File: config.mk
export PLATFORM = sky130hd
export DESIGN_NAME = uart_register_datagram_engine
export DESIGN_NICKNAME = d
export VERILOG_FILES = /design/src/rtl/urde_pkg.sv /design/src/rtl/urde_front.sv /design/src/rtl/urde_fifo.sv /design/src/rtl/urde_back.sv /design/src/rtl/uart_register_datagram_engine.sv
export SDC_FILE = /design/constraint.sdc
export NUM_CORES = 1
export LEC_CHECK = 0
export BUFFER_PORTS_ARGS = -buffer_cell sky130_fd_sc_hd__buf_2
export CAP_MARGIN = 25
export CELL_PAD_IN_SITES_DETAIL_PLACEMENT = 1
export CELL_PAD_IN_SITES_GLOBAL_PLACEMENT = 2
export CORE_AREA = 2 2 184 186
export CTS_CLUSTER_SIZE = 8
export DETAILED_ROUTE_END_ITERATION = 7
export DIE_AREA = 0 0 186 188
export PLACE_DENSITY_LB_ADDON = 0.08
export SLEW_MARGIN = 10
export SYNTH_ARGS = -nofsm -noshare
export SYNTH_HDL_FRONTEND = slang
export SYNTH_SLANG_ARGS = --single-unit
File: constraint.sdc
create_clock -name clock -period 4.1 [get_ports clock]
set_clock_uncertainty 0.05 [all_clocks]
set_input_delay 0.82 -clock clock [delete_from_list [all_inputs] [get_ports clock]]
set_output_delay 0.82 -clock clock [all_outputs]
set_load 0.02 [all_outputs]
File: src/rtl/urde_pkg.sv
`timescale 1ns / 1ps
`default_nettype none
// ----------------------------------------------------------------------------
// urde_pkg
// Types, codes and the CRC-8 step shared by the register datagram engine.
// ----------------------------------------------------------------------------
package urde_pkg;

   // Request codes carried in req_type.
   localparam logic [1:0] REQ_WRITE = 2'd0;
   localparam logic [1:0] REQ_READ  = 2'd1;
   localparam logic [1:0] REQ_RX    = 2'd2;

   // Result codes carried in result_kind.
   localparam logic KIND_TX     = 1'b0;
   localparam logic KIND_RESULT = 1'b1;

   // Configuration register map (index is byte address / 4).
   localparam int unsigned CSR_ADDR_W   = 3;
   localparam logic        CSR_SLAVE    = 1'b0;
   localparam logic        CSR_SYNC     = 1'b1;
   localparam logic [7:0]  SLAVE_RESET  = 8'h00;
   localparam logic [7:0]  SYNC_RESET   = 8'h05;

   localparam logic [7:0]  CRC_POLY     = 8'h07;
   localparam logic        WRITE_FLAG   = 1'b1;

   // Receive framing: echo bytes, then reply bytes, value starts at reply byte 3.
   localparam logic [3:0]  ECHO_LEN     = 4'd4;
   localparam logic [3:0]  REPLY_LEN    = 4'd8;
   localparam logic [3:0]  VALUE_START  = 4'd3;

   // Last byte index of each outgoing datagram.
   localparam logic [2:0]  WRITE_LAST_IDX = 3'd7;
   localparam logic [2:0]  READ_LAST_IDX  = 3'd3;

   localparam int unsigned QUEUE_DEPTH  = 4;

   typedef struct packed {
      logic [1:0]  req_type;
      logic [6:0]  reg_index;
      logic [31:0] write_value;
      logic [7:0]  rx_byte;
   } urde_req_type;

   typedef struct packed {
      logic        result_kind;
      logic [7:0]  tx_byte;
      logic        last_byte;
      logic [31:0] read_value;
      logic        read_status;
   } urde_rsp_type;

   typedef enum logic [1:0] {
      CMD_WRITE,
      CMD_READ,
      CMD_RESULT
   } urde_cmd_kind_type;

   // One unit of work for the datagram sequencer.
   typedef struct packed {
      urde_cmd_kind_type kind;
      logic [6:0]        reg_index;
      logic [31:0]       value;
      logic              status;
   } urde_cmd_type;

   typedef struct packed {
      logic full;
      logic empty;
   } urde_qstat_type;

   // CRC-8, polynomial 0x07, data bits taken LSB first.
   function automatic logic [7:0] crc8_feed(input logic [7:0] crc,
                                            input logic [7:0] data);
      logic [7:0] c;
      c = crc;
      for (int i = 0; i < 8; i++) begin
         if (c[7] ^ data[i]) begin
            c = {c[6:0], 1'b0} ^ CRC_POLY;
         end else begin
            c = {c[6:0], 1'b0};
         end
      end
      return c;
   endfunction

endpackage
`default_nettype wire

File: src/rtl/urde_front.sv
`timescale 1ns / 1ps
`default_nettype none
// ----------------------------------------------------------------------------
// urde_front
// Accepts request beats, tracks reply reception and queues work commands.
// ----------------------------------------------------------------------------
module urde_front
   import urde_pkg::*;
(
   input  wire logic           clock,
   input  wire logic           reset,
   input  wire logic           req_valid,
   output logic                req_ready,
   input  wire urde_req_type   req_data,
   input  wire urde_qstat_type qstat,
   output logic                push,
   output urde_cmd_type        push_cmd
);

   logic        read_pending_ff, read_pending_in;
   logic [3:0]  rx_count_ff, rx_count_in;
   logic [7:0]  rx_crc_ff, rx_crc_in;
   logic [31:0] reply_shift_ff, reply_shift_in;
   logic        accept;
   logic [3:0]  pos;

   assign req_ready = !qstat.full;
   assign accept    = req_valid && req_ready;
   assign pos       = rx_count_ff - ECHO_LEN;

   always_comb begin
      read_pending_in    = read_pending_ff;
      rx_count_in        = rx_count_ff;
      rx_crc_in          = rx_crc_ff;
      reply_shift_in     = reply_shift_ff;
      push               = 1'b0;
      push_cmd.kind      = CMD_WRITE;
      push_cmd.reg_index = req_data.reg_index;
      push_cmd.value     = req_data.write_value;
      push_cmd.status    = 1'b0;
      if (accept) begin
         case (req_data.req_type)
            REQ_WRITE: begin
               push = 1'b1;
            end
            REQ_READ: begin
               push            = 1'b1;
               push_cmd.kind   = CMD_READ;
               read_pending_in = 1'b1;
               rx_count_in     = '0;
               rx_crc_in       = '0;
               reply_shift_in  = '0;
            end
            REQ_RX: begin
               if (read_pending_ff) begin
                  if (rx_count_ff < ECHO_LEN) begin
                     rx_count_in = rx_count_ff + 4'd1;
                  end else if (pos < REPLY_LEN - 4'd1) begin
                     rx_crc_in   = crc8_feed(rx_crc_ff, req_data.rx_byte);
                     rx_count_in = rx_count_ff + 4'd1;
                     if (pos >= VALUE_START) begin
                        reply_shift_in = {reply_shift_ff[23:0], req_data.rx_byte};
                     end
                  end else begin
                     // Final reply byte is the CRC; the read completes here.
                     push            = 1'b1;
                     push_cmd.kind   = CMD_RESULT;
                     push_cmd.value  = reply_shift_ff;
                     push_cmd.status = (rx_crc_ff != req_data.rx_byte);
                     read_pending_in = 1'b0;
                     rx_count_in     = '0;
                     rx_crc_in       = '0;
                     reply_shift_in  = '0;
                  end
               end
            end
            default: begin
            end
         endcase
      end
   end

   always_ff @(posedge clock) begin
      if (reset) begin
         read_pending_ff <= 1'b0;
         rx_count_ff     <= '0;
         rx_crc_ff       <= '0;
         reply_shift_ff  <= '0;
      end else begin
         read_pending_ff <= read_pending_in;
         rx_count_ff     <= rx_count_in;
         rx_crc_ff       <= rx_crc_in;
         reply_shift_ff  <= reply_shift_in;
      end
   end

endmodule
`default_nettype wire

File: src/rtl/urde_fifo.sv
`timescale 1ns / 1ps
`default_nettype none
// ----------------------------------------------------------------------------
// urde_fifo
// Short command queue between the front and the datagram sequencer.
// ----------------------------------------------------------------------------
module urde_fifo
   import urde_pkg::*;
(
   input  wire logic         clock,
   input  wire logic         reset,
   input  wire logic         push,
   input  wire urde_cmd_type push_cmd,
   input  wire logic         pop,
   output urde_cmd_type      head,
   output urde_qstat_type    qstat
);

   localparam int unsigned PTR_W = (QUEUE_DEPTH > 1) ? $clog2(QUEUE_DEPTH) : 1;
   localparam int unsigned CNT_W = $clog2(QUEUE_DEPTH + 1);
   localparam logic [CNT_W-1:0] DEPTH_CNT = CNT_W'(QUEUE_DEPTH);
   localparam logic [PTR_W-1:0] LAST_PTR  = PTR_W'(QUEUE_DEPTH - 1);

   urde_cmd_type     entry_ff [QUEUE_DEPTH];
   logic [PTR_W-1:0] wr_ptr_ff, wr_ptr_in;
   logic [PTR_W-1:0] rd_ptr_ff, rd_ptr_in;
   logic [CNT_W-1:0] count_ff, count_in;
   logic             do_push, do_pop;

   assign qstat.full  = (count_ff == DEPTH_CNT);
   assign qstat.empty = (count_ff == '0);
   assign do_push     = push && !qstat.full;
   assign do_pop      = pop && !qstat.empty;
   assign head        = entry_ff[rd_ptr_ff];

   always_comb begin
      wr_ptr_in = wr_ptr_ff;
      rd_ptr_in = rd_ptr_ff;
      count_in  = count_ff;
      if (do_push) begin
         wr_ptr_in = (wr_ptr_ff == LAST_PTR) ? '0 : wr_ptr_ff + PTR_W'(1);
      end
      if (do_pop) begin
         rd_ptr_in = (rd_ptr_ff == LAST_PTR) ? '0 : rd_ptr_ff + PTR_W'(1);
      end
      if (do_push && !do_pop) begin
         count_in = count_ff + CNT_W'(1);
      end else if (do_pop && !do_push) begin
         count_in = count_ff - CNT_W'(1);
      end
   end

   always_ff @(posedge clock) begin
      if (reset) begin
         wr_ptr_ff <= '0;
         rd_ptr_ff <= '0;
         count_ff  <= '0;
      end else begin
         wr_ptr_ff <= wr_ptr_in;
         rd_ptr_ff <= rd_ptr_in;
         count_ff  <= count_in;
      end
   end

   always_ff @(posedge clock) begin
      if (do_push) begin
         entry_ff[wr_ptr_ff] <= push_cmd;
      end
   end

endmodule
`default_nettype wire

File: src/rtl/urde_back.sv
`timescale 1ns / 1ps
`default_nettype none
// ----------------------------------------------------------------------------
// urde_back
// Datagram sequencer: commands to result beats, one per cycle unless stalled.
// ----------------------------------------------------------------------------
module urde_back
   import urde_pkg::*;
(
   input  wire logic           clock,
   input  wire logic           reset,
   input  wire logic [7:0]     sync_byte,
   input  wire logic [7:0]     node_addr,
   input  wire urde_cmd_type   head,
   input  wire urde_qstat_type qstat,
   output logic                pop,
   output logic                rsp_valid,
   input  wire logic           rsp_ready,
   output urde_rsp_type        rsp_data
);

   logic         rsp_valid_ff, rsp_valid_in;
   urde_rsp_type rsp_data_ff, rsp_data_in;
   logic [2:0]   idx_ff, idx_in;
   logic [7:0]   crc_ff, crc_in;
   logic         load, fire, last;
   logic [7:0]   byte_sel;

   assign load = !rsp_valid_ff || rsp_ready;
   assign fire = load && !qstat.empty;
   assign pop  = fire && last;

   always_comb begin
      byte_sel = crc_ff;
      last     = 1'b1;
      case (head.kind)
         CMD_WRITE: begin
            last = (idx_ff == WRITE_LAST_IDX);
            case (idx_ff)
               3'd0:    byte_sel = sync_byte;
               3'd1:    byte_sel = node_addr;
               3'd2:    byte_sel = {WRITE_FLAG, head.reg_index};
               3'd3:    byte_sel = head.value[31:24];
               3'd4:    byte_sel = head.value[23:16];
               3'd5:    byte_sel = head.value[15:8];
               3'd6:    byte_sel = head.value[7:0];
               default: byte_sel = crc_ff;
            endcase
         end
         CMD_READ: begin
            last = (idx_ff == READ_LAST_IDX);
            case (idx_ff)
               3'd0:    byte_sel = sync_byte;
               3'd1:    byte_sel = node_addr;
               3'd2:    byte_sel = {1'b0, head.reg_index};
               default: byte_sel = crc_ff;
            endcase
         end
         default: begin
            byte_sel = '0;
            last     = 1'b1;
         end
      endcase
   end

   always_comb begin
      rsp_valid_in = rsp_valid_ff;
      rsp_data_in  = rsp_data_ff;
      idx_in       = idx_ff;
      crc_in       = crc_ff;
      if (load) begin
         rsp_valid_in = fire;
      end
      if (fire) begin
         if (head.kind == CMD_RESULT) begin
            rsp_data_in.result_kind = KIND_RESULT;
            rsp_data_in.tx_byte     = '0;
            rsp_data_in.last_byte   = 1'b0;
            rsp_data_in.read_value  = head.value;
            rsp_data_in.read_status = head.status;
         end else begin
            rsp_data_in.result_kind = KIND_TX;
            rsp_data_in.tx_byte     = byte_sel;
            rsp_data_in.last_byte   = last;
            rsp_data_in.read_value  = '0;
            rsp_data_in.read_status = 1'b0;
         end
         if (last) begin
            idx_in = '0;
            crc_in = '0;
         end else begin
            idx_in = idx_ff + 3'd1;
            crc_in = crc8_feed(crc_ff, byte_sel);
         end
      end
   end

   always_ff @(posedge clock) begin
      if (reset) begin
         rsp_valid_ff <= 1'b0;
         idx_ff       <= '0;
         crc_ff       <= '0;
      end else begin
         rsp_valid_ff <= rsp_valid_in;
         idx_ff       <= idx_in;
         crc_ff       <= crc_in;
      end
   end

   always_ff @(posedge clock) begin
      rsp_data_ff <= rsp_data_in;
   end

   assign rsp_valid = rsp_valid_ff;
   assign rsp_data  = rsp_data_ff;

endmodule
`default_nettype wire

File: src/rtl/uart_register_datagram_engine.sv
`timescale 1ns / 1ps
`default_nettype none
// ----------------------------------------------------------------------------
// uart_register_datagram_engine
// Builds and checks CRC-8 protected register datagrams for a single-wire
// UART stepper driver link.
// ----------------------------------------------------------------------------
// A request beat is accepted while the queue has room and, if it makes
// work, lands in a four-entry command queue. The sequencer behind the
// queue sends one result beat per cycle while the output is ready: a write
// request gives eight transmit beats, a read request four, and the last
// received reply byte gives one completed-read beat. The sequencer's
// one-byte-per-cycle walk, stalled while the output is not ready, sets the
// sustained rate. Received-byte beats that complete nothing are absorbed
// by the front and never reach the queue.
module uart_register_datagram_engine
   import urde_pkg::*;
(
   input  wire logic                  clock,
   input  wire logic                  reset,
   input  wire logic                  req_valid,
   output logic                       req_ready,
   input  wire urde_req_type          req_data,
   output logic                       rsp_valid,
   input  wire logic                  rsp_ready,
   output urde_rsp_type               rsp_data,
   input  wire logic                  csr_psel,
   input  wire logic                  csr_penable,
   input  wire logic                  csr_pwrite,
   input  wire logic [CSR_ADDR_W-1:0] csr_paddr,
   input  wire logic [31:0]           csr_pwdata,
   output logic [31:0]                csr_prdata,
   output logic                       csr_pready
);

   logic [7:0]     node_addr_ff;
   logic [7:0]     sync_byte_ff;
   logic           csr_write;
   logic           push, pop;
   urde_cmd_type   push_cmd, head;
   urde_qstat_type qstat;

   assign csr_pready = 1'b1;
   assign csr_write  = csr_psel && csr_penable && csr_pwrite && csr_pready;

   always_ff @(posedge clock) begin
      if (reset) begin
         node_addr_ff <= SLAVE_RESET;
         sync_byte_ff <= SYNC_RESET;
      end else if (csr_write) begin
         case (csr_paddr[2])
            CSR_SLAVE: node_addr_ff <= csr_pwdata[7:0];
            CSR_SYNC:  sync_byte_ff <= csr_pwdata[7:0];
            default: begin
            end
         endcase
      end
   end

   always_comb begin
      case (csr_paddr[2])
         CSR_SLAVE: csr_prdata = {24'd0, node_addr_ff};
         CSR_SYNC:  csr_prdata = {24'd0, sync_byte_ff};
         default:   csr_prdata = '0;
      endcase
   end

   urde_front u_front (
      .clock     (clock),
      .reset     (reset),
      .req_valid (req_valid),
      .req_ready (req_ready),
      .req_data  (req_data),
      .qstat     (qstat),
      .push      (push),
      .push_cmd  (push_cmd)
   );

   urde_fifo u_fifo (
      .clock    (clock),
      .reset    (reset),
      .push     (push),
      .push_cmd (push_cmd),
      .pop      (pop),
      .head     (head),
      .qstat    (qstat)
   );

   urde_back u_back (
      .clock     (clock),
      .reset     (reset),
      .sync_byte (sync_byte_ff),
      .node_addr (node_addr_ff),
      .head      (head),
      .qstat     (qstat),
      .pop       (pop),
      .rsp_valid (rsp_valid),
      .rsp_ready (rsp_ready),
      .rsp_data  (rsp_data)
   );

   // The queue can never report full and empty at once.
   assert property (@(posedge clock) disable iff (reset)
      !(qstat.full && qstat.empty))
      else $error("command queue full and empty together");

   // The end-of-datagram marker only ever rides on a transmit beat.
   assert property (@(posedge clock) disable iff (reset)
      (rsp_valid && rsp_data.last_byte) |-> (rsp_data.result_kind == KIND_TX))
      else $error("last_byte set on a completed-read beat");

   // A completed-read beat carries no transmit byte.
   assert property (@(posedge clock) disable iff (reset)
      (rsp_valid && rsp_data.result_kind == KIND_RESULT) |-> (rsp_data.tx_byte == 8'd0))
      else $error("completed-read beat carries a transmit byte");

   // Nothing is dequeued when the sequencer cannot hand a beat to the output.
   assert property (@(posedge clock) disable iff (reset)
      pop |-> (!qstat.empty && (!rsp_valid || rsp_ready)))
      else $error("command dequeued without an output beat");

endmodule
`default_nettype wire
==> results by group, run 1 <==
Setup path
  • Setup CP Type: register to register
  • Reg2Reg Depth: 11
  • Critical path peak fanout: 12
  • Startpoint types: register
  • WP data arrival: 3.74 ns
  • Worst EP required: 4.51 ns
  • Worst setup EP type: register

Detailed routing
  • Avg WL per Cell: 20.61 um
  • DRC viols: 0
  • Routed WL: 32710 um
  • Final ANT Viol Nets: 0
  • DR iter-0 viols: 480
  • Vias: 8128
  • First-pass DRT Iterations: 4
  • Post-DR vias/cell: 5.122

Timing
  • Final TNS setup: 0 ns
  • Setup ws final: 0.7720 ns
  • # setup viols final: 0
  • Final hold violations: 0
  • Final Max Slew Viols: 0
  • FMAX: 300.5 MHz
  • RSZ-0062 raised after global routing: false
  • Relative slew slack: 42.01%
  • Period utilization: 81.17%
  • Crit path time final: 3.328 ns
  • Worst-Margin Slew: 0.8632 ns

Floorplan
  • Die Ht: 188 um
  • Die Area: 34970 um^2
  • Initial Utilization: 39.38%
  • Core area: 33110 um^2
  • I/O Pins: 169
  • Width of the die: 186 um
  • Site Rows: 67

Flow run
  • Max-cap violation count: 0

Outcome
  • Status: complete, no violations

GRT
  • Total grt overflow: 0
  • First-pass GRT wire length: 50810 um
  • Initial antenna violation count: 0
  • Global-route usage over all layers: 19.18%
  • Largest net degree at the start of global routing: 53
  • Vias in the first global route: 8505

Place
  • GPL Wtd Cong: 0.7710
  • Port-buffer cells: 117
  • Place WS: 0.7624 ns
  • Detailed placer's ending HPWL: 22290 um

Yosys
  • Synth Area per Inst: 13.39 um^2
  • Unique masters post-synth: 74
  • Post-synth EDFFs: 211
  • Synth Cell Area: 13040 um^2
  • Top_reg_cell synth: edfxtp_1
  • Synth warn: 0
  • Asr flop ratio synth: 0%
  • #FFs+latches synth: 293
  • Post-Synthesis Cells: 974
  • Seq/Total Area, Yosys: 61.18%

Finish
  • Final Net Count: 1219
  • Syn-to-layout area delta: 17.29%
  • Antenna diodes: 0
  • Fill cells: 3424
  • Share of post-route cells with drive strength above 1: 24.67%

Clock network
  • Hold-fix buffer count after cts: 0
  • Htree depth: 2
  • CTS tree: done
  • CTS Sinks: 293
  • Post-CTS setup buffer count: 0
  • CTS Buffer Depth: 3
  • Register clock-pin slew on the reported worst setup and hold paths: 0.06 ns
  • Worst skew pair latency: 0.52 ns
  • Root Buffer: clkbuf_16
  • Post_cts resized: 0
  • TritonCTS Buffers: 42

Min path
  • Hold Crit Depth: 2
  • Hold Crit Class: register to register

Pwr
  • PD cells: 635.5 nW/um^2
  • LEAKAGE: 5.431 nW
  • IR drop worst, VDD: 0.0002905 V
-- area by class of cell --
class                           count  area [um^2]  area share [%]
Sequential cell                   293         7983           52.19
Multi-Input combinational cell    608         4633           30.29
Clock buffer                       76         1210           7.911
Timing Repair Buffer              139        800.8           5.236
Tap cell                          448        560.5           3.665
Inverter                           21        78.83          0.5154
Clock inverter                      2        28.78          0.1882
-- sequential cells by signal, summed over array words and instances (netlist names), 2 cells and up, named ones only --
| signal | flops |
|---|---|
| node_addr_ff | 8 |
| sync_byte_ff | 8 |
| u_back.crc_ff | 8 |
| u_back.idx_ff | 3 |
| u_back.rsp_data | 43 |
| u_fifo.count_ff | 3 |
| u_fifo.entry_ff | 168 |
| u_fifo.rd_ptr_ff | 2 |
| u_fifo.wr_ptr_ff | 2 |
| u_front.reply_shift_ff | 32 |
| u_front.rx_count_ff | 4 |
| u_front.rx_crc_ff | 8 |
-- per-stage QoR --
step,instances,hold WS (ns),power (mW),utilization [%],cell area (um^2)
2_1_floorplan,997,0.3794,5.789,-,13130
6_report,1587,0.4030,9.720,46.19,15290
3_3_place_gp,1509,0.3871,6.554,42.45,14060
4_1_cts,1587,0.4034,9.858,46.19,15290
5_1_grt,1587,0.4248,10.21,46.19,15290
3_5_place_dp,1509,0.3955,6.585,42.45,14060
-- final timing paths --
| check | slack [ns] | startpoint | endpoint |
|---|---|---|---|
| setup / recovery | 0.77 | u_back.idx_ff[0] | u_back.crc_ff[1] |
| setup reg to reg | 0.77 | u_back.idx_ff[0] | u_back.crc_ff[1] |
| hold / removal | 0.40 | u_front.reply_shift_ff[30] | u_front.reply_shift_ff[30] |
| hold reg to reg | 0.40 | u_front.reply_shift_ff[30] | u_front.reply_shift_ff[30] |
-- power by group --
group | internal (mW) | total, mW | switching [mW]
registers | 3.64 | 3.80 | 0.157
logic | 1.03 | 2.69 | 1.67
clock network | 1.98 | 3.23 | 1.25
total | 6.65 | 9.72 | 3.07
-- worst max-delay path: stages, from the launching register on --
cell and delay, ns:
dfxtp_1 0.41, inv_1 0.09, ha_1 0.37, a22oi_1 0.45, o32ai_1 0.16, a2111oi_1 0.52
a21oi_2 0.16, xnor2_1 0.28, xnor2_2 0.19, xnor2_1 0.12, or3_1 0.32, a31oi_1 0.15
-- Yosys cell counts (5+ instances only) --
cell	instances	area, um^2
nand2_1	80	300.3
and2_1	37	231.5
mux2i_1	24	240.2
mux2_2	44	495.5
xnor2_1	33	289.0
nand2b_1	7	43.79
ha_1	22	275.3
a22oi_1	33	247.7
mux4_2	28	630.6
nor2_1	55	206.5
a22o_1	7	61.31
buf_4	26	195.2
nor3_1	5	25.02
edfxtp_1	211	6336
inv_1	21	78.83
a21oi_1	51	255.2
nand3_1	26	130.1
o21ai_0	14	70.07
clkbuf_1	35	131.4
buf_2	6	30.03
dfxtp_1	82	1642
and3_1	6	37.54
o22ai_1	7	43.79
xor2_1	17	148.9
nand3b_1	6	45.04
-- routing by layer --
| metal | track usage, % | share of wire (%) |
|---|---|---|
| met4 | 4.603 | 1.9 |
| met2 | 30.78 | 48 |
| met5 | 0 | 0 |
| met1 | 27.18 | 47 |
| met3 | 3.185 | 3.7 |
-- cells by family (layout without fill, tap and decap cells) --
kind of cell	Yosys count	in the layout	synth area share [%]
DFF	293	293	61.18
and+or+nand+nor	245	245	9.250
muxes	99	99	10.88
buffers and inverters	96	238	3.992
xor gates and xnor gates	55	55	4.030
AOI/OAI and AO/OA	161	161	8.348
adders and majority gates	23	23	2.264
other	2	25	0.05759
-- cell usage in the layout, fill, tap and decap left out, types with 4 or more instances in the layout --
cell	n
edfxtp_1	211
buf_2	117
or3_1	4
o22ai_1	7
ha_1	22
nand2_1	80
inv_1	20
o21ai_1	4
nand3_1	26
and2_2	4
a22o_1	7
xnor2_1	33
a21oi_1	51
nor3_1	5
mux2_2	44
nand2b_1	7
xor2_1	17
nand3b_1	6
dfxtp_1	80
mux4_2	28
nor2_1	55
clkbuf_16	43
o21ai_0	14
buf_4	18
and2_1	33
o22a_1	4
conb_1	25
a211oi_1	4
clkbuf_1	32
a22oi_1	33
buf_12	4
mux2i_1	24
and3_1	6
a21o_1	4
No activity file was read; power rests on OpenSTA's default activity.
==> run 2, diff against run 1 <==
--- a/config.mk
+++ b/config.mk
@@ -9,10 +9,10 @@
 export CAP_MARGIN = 25
 export CELL_PAD_IN_SITES_DETAIL_PLACEMENT = 1
 export CELL_PAD_IN_SITES_GLOBAL_PLACEMENT = 2
-export CORE_AREA = 2 2 184 186
+export CORE_AREA = 2 2 194 196
 export CTS_CLUSTER_SIZE = 8
 export DETAILED_ROUTE_END_ITERATION = 7
-export DIE_AREA = 0 0 186 188
+export DIE_AREA = 0 0 196 198
 export PLACE_DENSITY_LB_ADDON = 0.08
 export SLEW_MARGIN = 10
 export SYNTH_ARGS = -nofsm -noshare
==> constraint.sdc (replaced) <==
create_clock -name clock -period 2.7 [get_ports clock]
set_clock_uncertainty 0.05 [all_clocks]
set_input_delay 0.54 -clock clock [delete_from_list [all_inputs] [get_ports clock]]
set_output_delay 0.54 -clock clock [all_outputs]
set_load 0.02 [all_outputs]
==> run 2 against run 1 <==
The run now ends with negative setup slack left. Die area is 11% higher. Global-route usage shrank 1.2 points. Flip-flop and latch count unchanged. Critical path depth unchanged. Via count rose by 5.6%. Design area increased by 11%. Non-clock buffer count up 132. Sequential share of layout area fell by 5.2 points. Count of clock-buffer cells in the layout decreased by 2. Final cell count is 9.9% higher. Highest routed layer unchanged.
==> results by group, run 2 (same netlist as run 1, synthesis figures left out) <==
Setup path
  • WP data arrival: 3.33 ns
  • Crit-path cells: buf_6 -> mux4_2 -> buf_6 -> a211oi_4 -> nand2b_4 -> ha_4 -> inv_2 -> fa_2 -> xor2_1 -> or3_1 -> a21oi_2
  • Setup CP Type: register to register
  • Worst EP required: 3.12 ns
  • Worst setup EP type: register
  • Startpoint types: register
  • Critical path peak fanout: 4
  • Max incr delay on CP: 0.55 ns
  • Slowest cell on crit path: mux4_2
  • Cell repeated most along the worst path: buf_6

Place
  • Placed insts: 1631
  • Detailed placer's ending HPWL: 24670 um
  • Port-buffer cells: 117
  • GPL Wtd Cong: 0.7859
  • Area after DPL: 15030 um^2

Floorplan
  • Width of the die: 196 um
  • Die Area: 38810 um^2
  • Core area: 36960 um^2
  • Die Ht: 198 um
  • Site Rows: 71
  • Initial Utilization: 35.29%
  • I/O Pins: 169

Clock network
  • CTS Sinks: 293
  • Htree depth: 2
  • Register clock-pin slew on the reported worst setup and hold paths: 0.05 ns
  • Worst skew pair latency: 0.55 ns
  • CTS Buffer Depth: 3
  • Root Buffer: clkbuf_16
  • TritonCTS Buffers: 42
  • CTS tree: done

Finish
  • Top reg by flops: u_fifo.entry_ff
  • Fill cells: 3874
  • Syn-to-layout area delta: 30.40%
  • FF/Latch Area: 7985 um^2
  • Max reg flops: 168
  • Utilization after layout: 46.01%
  • Multi-input logic area: 4997 um^2
  • Most frequent cells in the layout: 211 x edfxtp_1, 117 x buf_2, 114 x buf_4
  • Most common cell after layout, fill and taps aside: edfxtp_1
  • Final Net Count: 1351
  • Final Cell Area: 17000 um^2
  • Antenna diodes: 0
  • Share of post-route cells with drive strength above 1: 37.32%
  • Layout Cells excl Fill: 1744

Detailed routing
  • DRC viols: 0
  • Routed WL: 34990 um
  • Avg WL per Cell: 20.06 um
  • Post-DR vias/cell: 4.920
  • First-pass DRT Iterations: 4
  • Final ANT Viol Nets: 0
  • DR iter-0 viols: 499
  • Vias: 8580

Pwr
  • LEAKAGE: 6.260 nW
  • PD cells: 982.4 nW/um^2
  • IR drop worst, VDD: 0.0005435 V
  • Power Total: 16.70 mW

GRT
  • Vias in the first global route: 8940
  • Initial antenna violation count: 0
  • Largest net degree at the start of global routing: 43
  • Total grt overflow: 0
  • Global-route usage over all layers: 17.94%
  • First-pass GRT wire length: 52610 um

Timing
  • Setup ws final: -0.2055 ns
  • Period utilization: 107.6%
  • Crit path time final: 2.905 ns
  • Relative slew slack: 50.25%
  • RSZ-0062 raised after global routing: true
  • FMAX: 344.2 MHz
  • # setup viols final: 10
  • Worst-Margin Slew: 0.7462 ns
  • Final Max Slew Viols: 0
  • Final hold violations: 0

Flow run
  • Max-cap violation count: 0

Outcome
  • Failing checks: negative setup slack
  • Status: complete, but fails checks

Min path
  • Hold Crit Class: input port to register
==> run 2: changes by cell type in the layout (fill, tap and decap cells not counted), sizes merged <==
cell      delta
clkinvlp     +1
inv          -3
buf        +131
clkbuf       -1
clkinv       +3
==> run 2: cell type report <==
| cell class | count | share of cell area [%] |
|---|---|---|
| clock inverters | 3 | 0.5298 |
| repair buffers | 271 | 12.13 |
| inverters | 21 | 0.5592 |
| well taps | 474 | 3.488 |
| clock buffers | 74 | 6.946 |
| flip-flops and latches | 293 | 46.96 |
| multi-input cells | 608 | 29.39 |
==> run 2: final timing paths <==
| kind | start | to | slack [ns] | depth (start not counted) |
|---|---|---|---|---|
| worst max-delay path | register | u_fifo.count_ff[2] | -0.21 | 11 |
| worst min-delay path | req_data[42] | u_fifo.entry_ff[1][35] | 0.17 | 1 |
| worst max register to register | register | u_fifo.count_ff[2] | -0.21 | 11 |
| worst min register to register | u_front.reply_shift_ff[31] | u_front.reply_shift_ff[31] | 0.41 | 2 |
==> run 2: per-layer routing <==
| layer | vias up | routed length, um | track usage (%) |
|---|---|---|---|
| li1 | 4092 | - | - |
| met1 | 4293 | 16320 | 24.27 |
| met2 | 151 | 16810 | 30.45 |
| met3 | 44 | 1218 | 2.538 |
| met4 | 0 | 648 | 4.545 |
| met5 | - | 0 | 0 |
==> run 2: metrics by stage <==
step | setup WS (ns) | hold slack [ns] | TNS, ns
after floorplan | -0.1285 | 0.3794 | -0.1285
after global placement | -0.2586 | 0.3949 | -1.483
after detailed placement | -0.3106 | 0.3977 | -2.063
after CTS | -0.1828 | 0.1398 | -1.454
after global routing | -0.3171 | 0.1454 | -2.856
final | -0.2055 | 0.1691 | -1.471
==> run 2: timing repair <==
item	in CTS	in global routing
buffers inserted	25	10
endpoints found under the setup margin	10	13
gates resized for setup	40	40
pin swaps	26	27
cloned	1	1
hold buffers	0	0
==> run 2: critical path: cells and delay by family, from the launching register on <==
| family | cells | cell delay [ns] |
|---|---|---|
| AO/OA/AOI/OAI | 2 | 0.38 |
| XOR/XNOR | 1 | 0.15 |
| adder cells (fa/ha/maj) | 2 | 0.46 |
| buffers and inverters | 3 | 0.31 |
| flip-flops | 1 | 0.40 |
| multiplexers | 1 | 0.55 |
| AND/OR/NAND/NOR | 2 | 0.53 |
==> run 2: power breakdown <==
group / total, mW / switching, mW / leakage (nW) / internal (mW)
sequential: 5.79 / 0.262 / 2.61 / 5.52
clock: 4.99 / 2.01 / 0.596 / 2.98
combinational: 5.93 / 3.04 / 3.05 / 2.89
==> run 3, diff against run 2 <==
--- a/config.mk
+++ b/config.mk
@@ -17,4 +17,5 @@
 export SLEW_MARGIN = 10
 export SYNTH_ARGS = -nofsm -noshare
 export SYNTH_HDL_FRONTEND = slang
+export SYNTH_HIERARCHICAL = 1
 export SYNTH_SLANG_ARGS = --single-unit
==> run 3 against run 2 <==
The run still ends with negative setup slack left. Sequential share of layout area stayed put. First-iteration DRC count is 6.2% lower. Clock power shrank 3%. Final cell count is 2.1% lower. Non-clock buffer count down 1. Worst setup slack lost 0.28 ns. Register-to-register slack got worse by 0.28 ns. Critical endpoint is now u_fifo/count_ff[2].
==> results by group, run 3 <==
GRT
  • First-pass GRT wire length: 55680 um
  • Vias in the first global route: 8942
  • Initial antenna violation count: 3
  • Global-route usage over all layers: 19.13%
  • Total grt overflow: 0
  • Largest net degree at the start of global routing: 54

Yosys
  • Top_reg_cell synth: edfxtp_1
  • Top-count cell post-synth: edfxtp_1
  • #FFs+latches synth: 293
  • Synth top area share: 47.34%
  • Synth warn: 6
  • Top post-synthesis cells by count: 211 x edfxtp_1, 82 x dfxtp_1, 49 x nor2_1
  • Synth Cell Area: 13390 um^2
  • Post-synth top area cell: edfxtp_1
  • Synth Area per Inst: 14.13 um^2
  • Seq/Total Area, Yosys: 59.60%
  • Unique masters post-synth: 80
  • Post-synth EDFFs: 211
  • Asr flop ratio synth: 0%
  • Post-Synthesis Cells: 947
  • Top cells by area, synth: edfxtp_1 47%, dfxtp_1 12%, mux4_2 7.1%, mux2_1 2.6%, xnor3_1 2.2%

Setup path
  • Critical path peak fanout: 8
  • Cell repeated most along the worst path: buf_4
  • Setup CP Type: register to register
  • Max incr delay on CP: 0.58 ns
  • Buf/Inv on CP: 4
  • Startpoint types: register
  • Worst setup EP type: register
  • Crit-path cells: buf_12 -> buf_4 -> mux4_2 -> and3b_2 -> nor2_1 -> buf_4 -> o31ai_2 -> ha_2 -> inv_2 -> fa_2 -> xor2_1 -> or3_4 -> a21oi_1
  • WP data arrival: 3.59 ns
  • Worst EP required: 3.10 ns
  • Crit-path leading delay family: simple AND/OR/NAND/NOR gates
  • Slowest cell on crit path: mux4_2

Place
  • GPL Wtd Cong: 0.7920
  • Detailed placer's ending HPWL: 26170 um
  • Port-buffer cells: 117

Finish
  • Syn-to-layout area delta: 27.03%
  • Top reg by flops: u_fifo/entry_ff
  • Max reg flops: 168
  • Most common cell after layout, fill and taps aside: edfxtp_1
  • Share of post-route cells with drive strength above 1: 35.99%
  • Utilization after layout: 46.01%
  • Fill cells: 3795
  • Final Net Count: 1313
  • Most frequent cells in the layout: 211 x edfxtp_1, 127 x buf_4, 117 x buf_2

Detailed routing
  • Vias: 8588
  • Post-DR vias/cell: 5.031
  • Routed WL: 36520 um
  • Final ANT Viol Nets: 0
  • First-pass DRT Iterations: 5
  • Avg WL per Cell: 21.39 um
  • DRC viols: 0
  • DR iter-0 viols: 468

Outcome
  • Failing checks: negative setup slack
  • Status: complete, but fails checks

Pwr
  • IR drop worst, VDD: 0.0004806 V
  • LEAKAGE: 6.396 nW
  • PD cells: 959.2 nW/um^2

Clock network
  • Root Buffer: clkbuf_16
  • Worst skew pair latency: 0.53 ns
  • CTS Sinks: 293
  • Register clock-pin slew on the reported worst setup and hold paths: 0.05 ns
  • TritonCTS Buffers: 42
  • CTS Buffer Depth: 3
  • Htree depth: 2
  • CTS tree: done

Flow run
  • Max-cap violation count: 0

Timing
  • FMAX: 313.8 MHz
  • Final Max Slew Viols: 0
  • Crit path time final: 3.187 ns
  • Setup ws final: -0.4869 ns
  • RSZ-0062 raised after global routing: true
  • Final hold violations: 0
  • Worst-Margin Slew: 0.6751 ns
  • Worst Hold Slack: 0.1772 ns
  • Period utilization: 118.0%
  • # setup viols final: 14
  • Relative slew slack: 54.69%

Floorplan
  • Width of the die: 196 um
  • Core area: 36960 um^2
  • I/O Pins: 169
  • Initial Utilization: 36.22%
  • Die Area: 38810 um^2
  • Die Ht: 198 um
  • Site Rows: 71

Min path
  • Hold Crit Class: input port to register
run 3: worst reg2reg max path, stage by stage, from the launching register on:
cell     delay (ns)
dfxtp_4        0.38
buf_12         0.15
buf_4          0.15
mux4_2         0.58
and3b_2        0.31
nor2_1         0.06
buf_4          0.14
o31ai_2        0.07
ha_2           0.25
inv_2          0.04
fa_2           0.33
xor2_1         0.18
or3_4          0.32
a21oi_1        0.11
run 3: logic make-up after synthesis:
| group | Yosys count | share of synthesized area, % |
|---|---|---|
| AO/OA/AOI/OAI | 142 | 7.525 |
| flip-flops | 293 | 59.60 |
| buffers and inverters | 109 | 4.646 |
| AND/OR/NAND/NOR | 229 | 9.207 |
| adder cells (fa/ha/maj) | 22 | 2.113 |
| XOR/XNOR | 46 | 4.739 |
| multiplexers | 104 | 12.11 |
| other | 2 | 0.05611 |
run 3: path summary, 6_finish.rpt:
kind                                    from                         end  slack (ns)  depth (start not counted)
setup / recovery                    register          u_fifo/count_ff[2]       -0.49                         13
hold / removal                  req_data[40]      u_fifo/entry_ff[0][33]        0.18                          1
setup reg to reg                    register          u_fifo/count_ff[2]       -0.49                         13
hold reg to reg   u_front/reply_shift_ff[25]  u_front/reply_shift_ff[25]        0.40                          2
run 3: layout make-up:
class | instances | area [um^2] | area share [%]
well taps | 474 | 593.1 | 3.488
diodes | 2 | 5.005 | 0.02943
inverters | 25 | 98.84 | 0.5813
repair buffers | 270 | 1984 | 11.67
flip-flops and latches | 293 | 7985 | 46.96
clock inverters | 1 | 16.27 | 0.09566
multi-input cells | 568 | 5140 | 30.23
clock buffers | 74 | 1181 | 6.946
run 3: report_power, final:
group / switching, mW / internal (mW) / total, mW / leakage, nW
combinational: 3.03 / 2.58 / 5.62 / 3.23
sequential: 0.268 / 5.61 / 5.87 / 2.60
clock: 1.89 / 2.93 / 4.82 / 0.568
run 3: stage by stage:
step	cell area, um^2	total power [mW]	setup TNS [ns]	setup slack (ns)	instances
6_report	17000	16.31	-4.163	-0.4869	1707
5_1_grt	17000	17.14	-6.283	-0.6374	1705
4_1_cts	16820	16.35	-4.556	-0.5270	1697
3_5_place_dp	15380	11.15	-5.009	-0.5770	1608
3_3_place_gp	15380	11.10	-4.422	-0.5294	1608
2_1_floorplan	13630	9.071	-1.112	-0.2541	970
run 3: repair_timing:
action	4_1_cts	5_1_grt
buffers inserted	13	13
pin swaps	18	23
hold buffers	0	0
hold endpoints to repair	0	0
resized for setup	21	26
setup endpoints to repair	17	52
gates cloned	1	0
run 3: per-layer routing:
| layer | wire length, um | track usage [%] | vias to the layer above |
|---|---|---|---|
| met4 | 699 | 5.022 | 2 |
| met3 | 1672 | 3.798 | 50 |
| met5 | 13 | 0 | - |
| met1 | 16340 | 25.02 | 4324 |
| met2 | 17800 | 32.61 | 177 |
| li1 | - | - | 4035 |
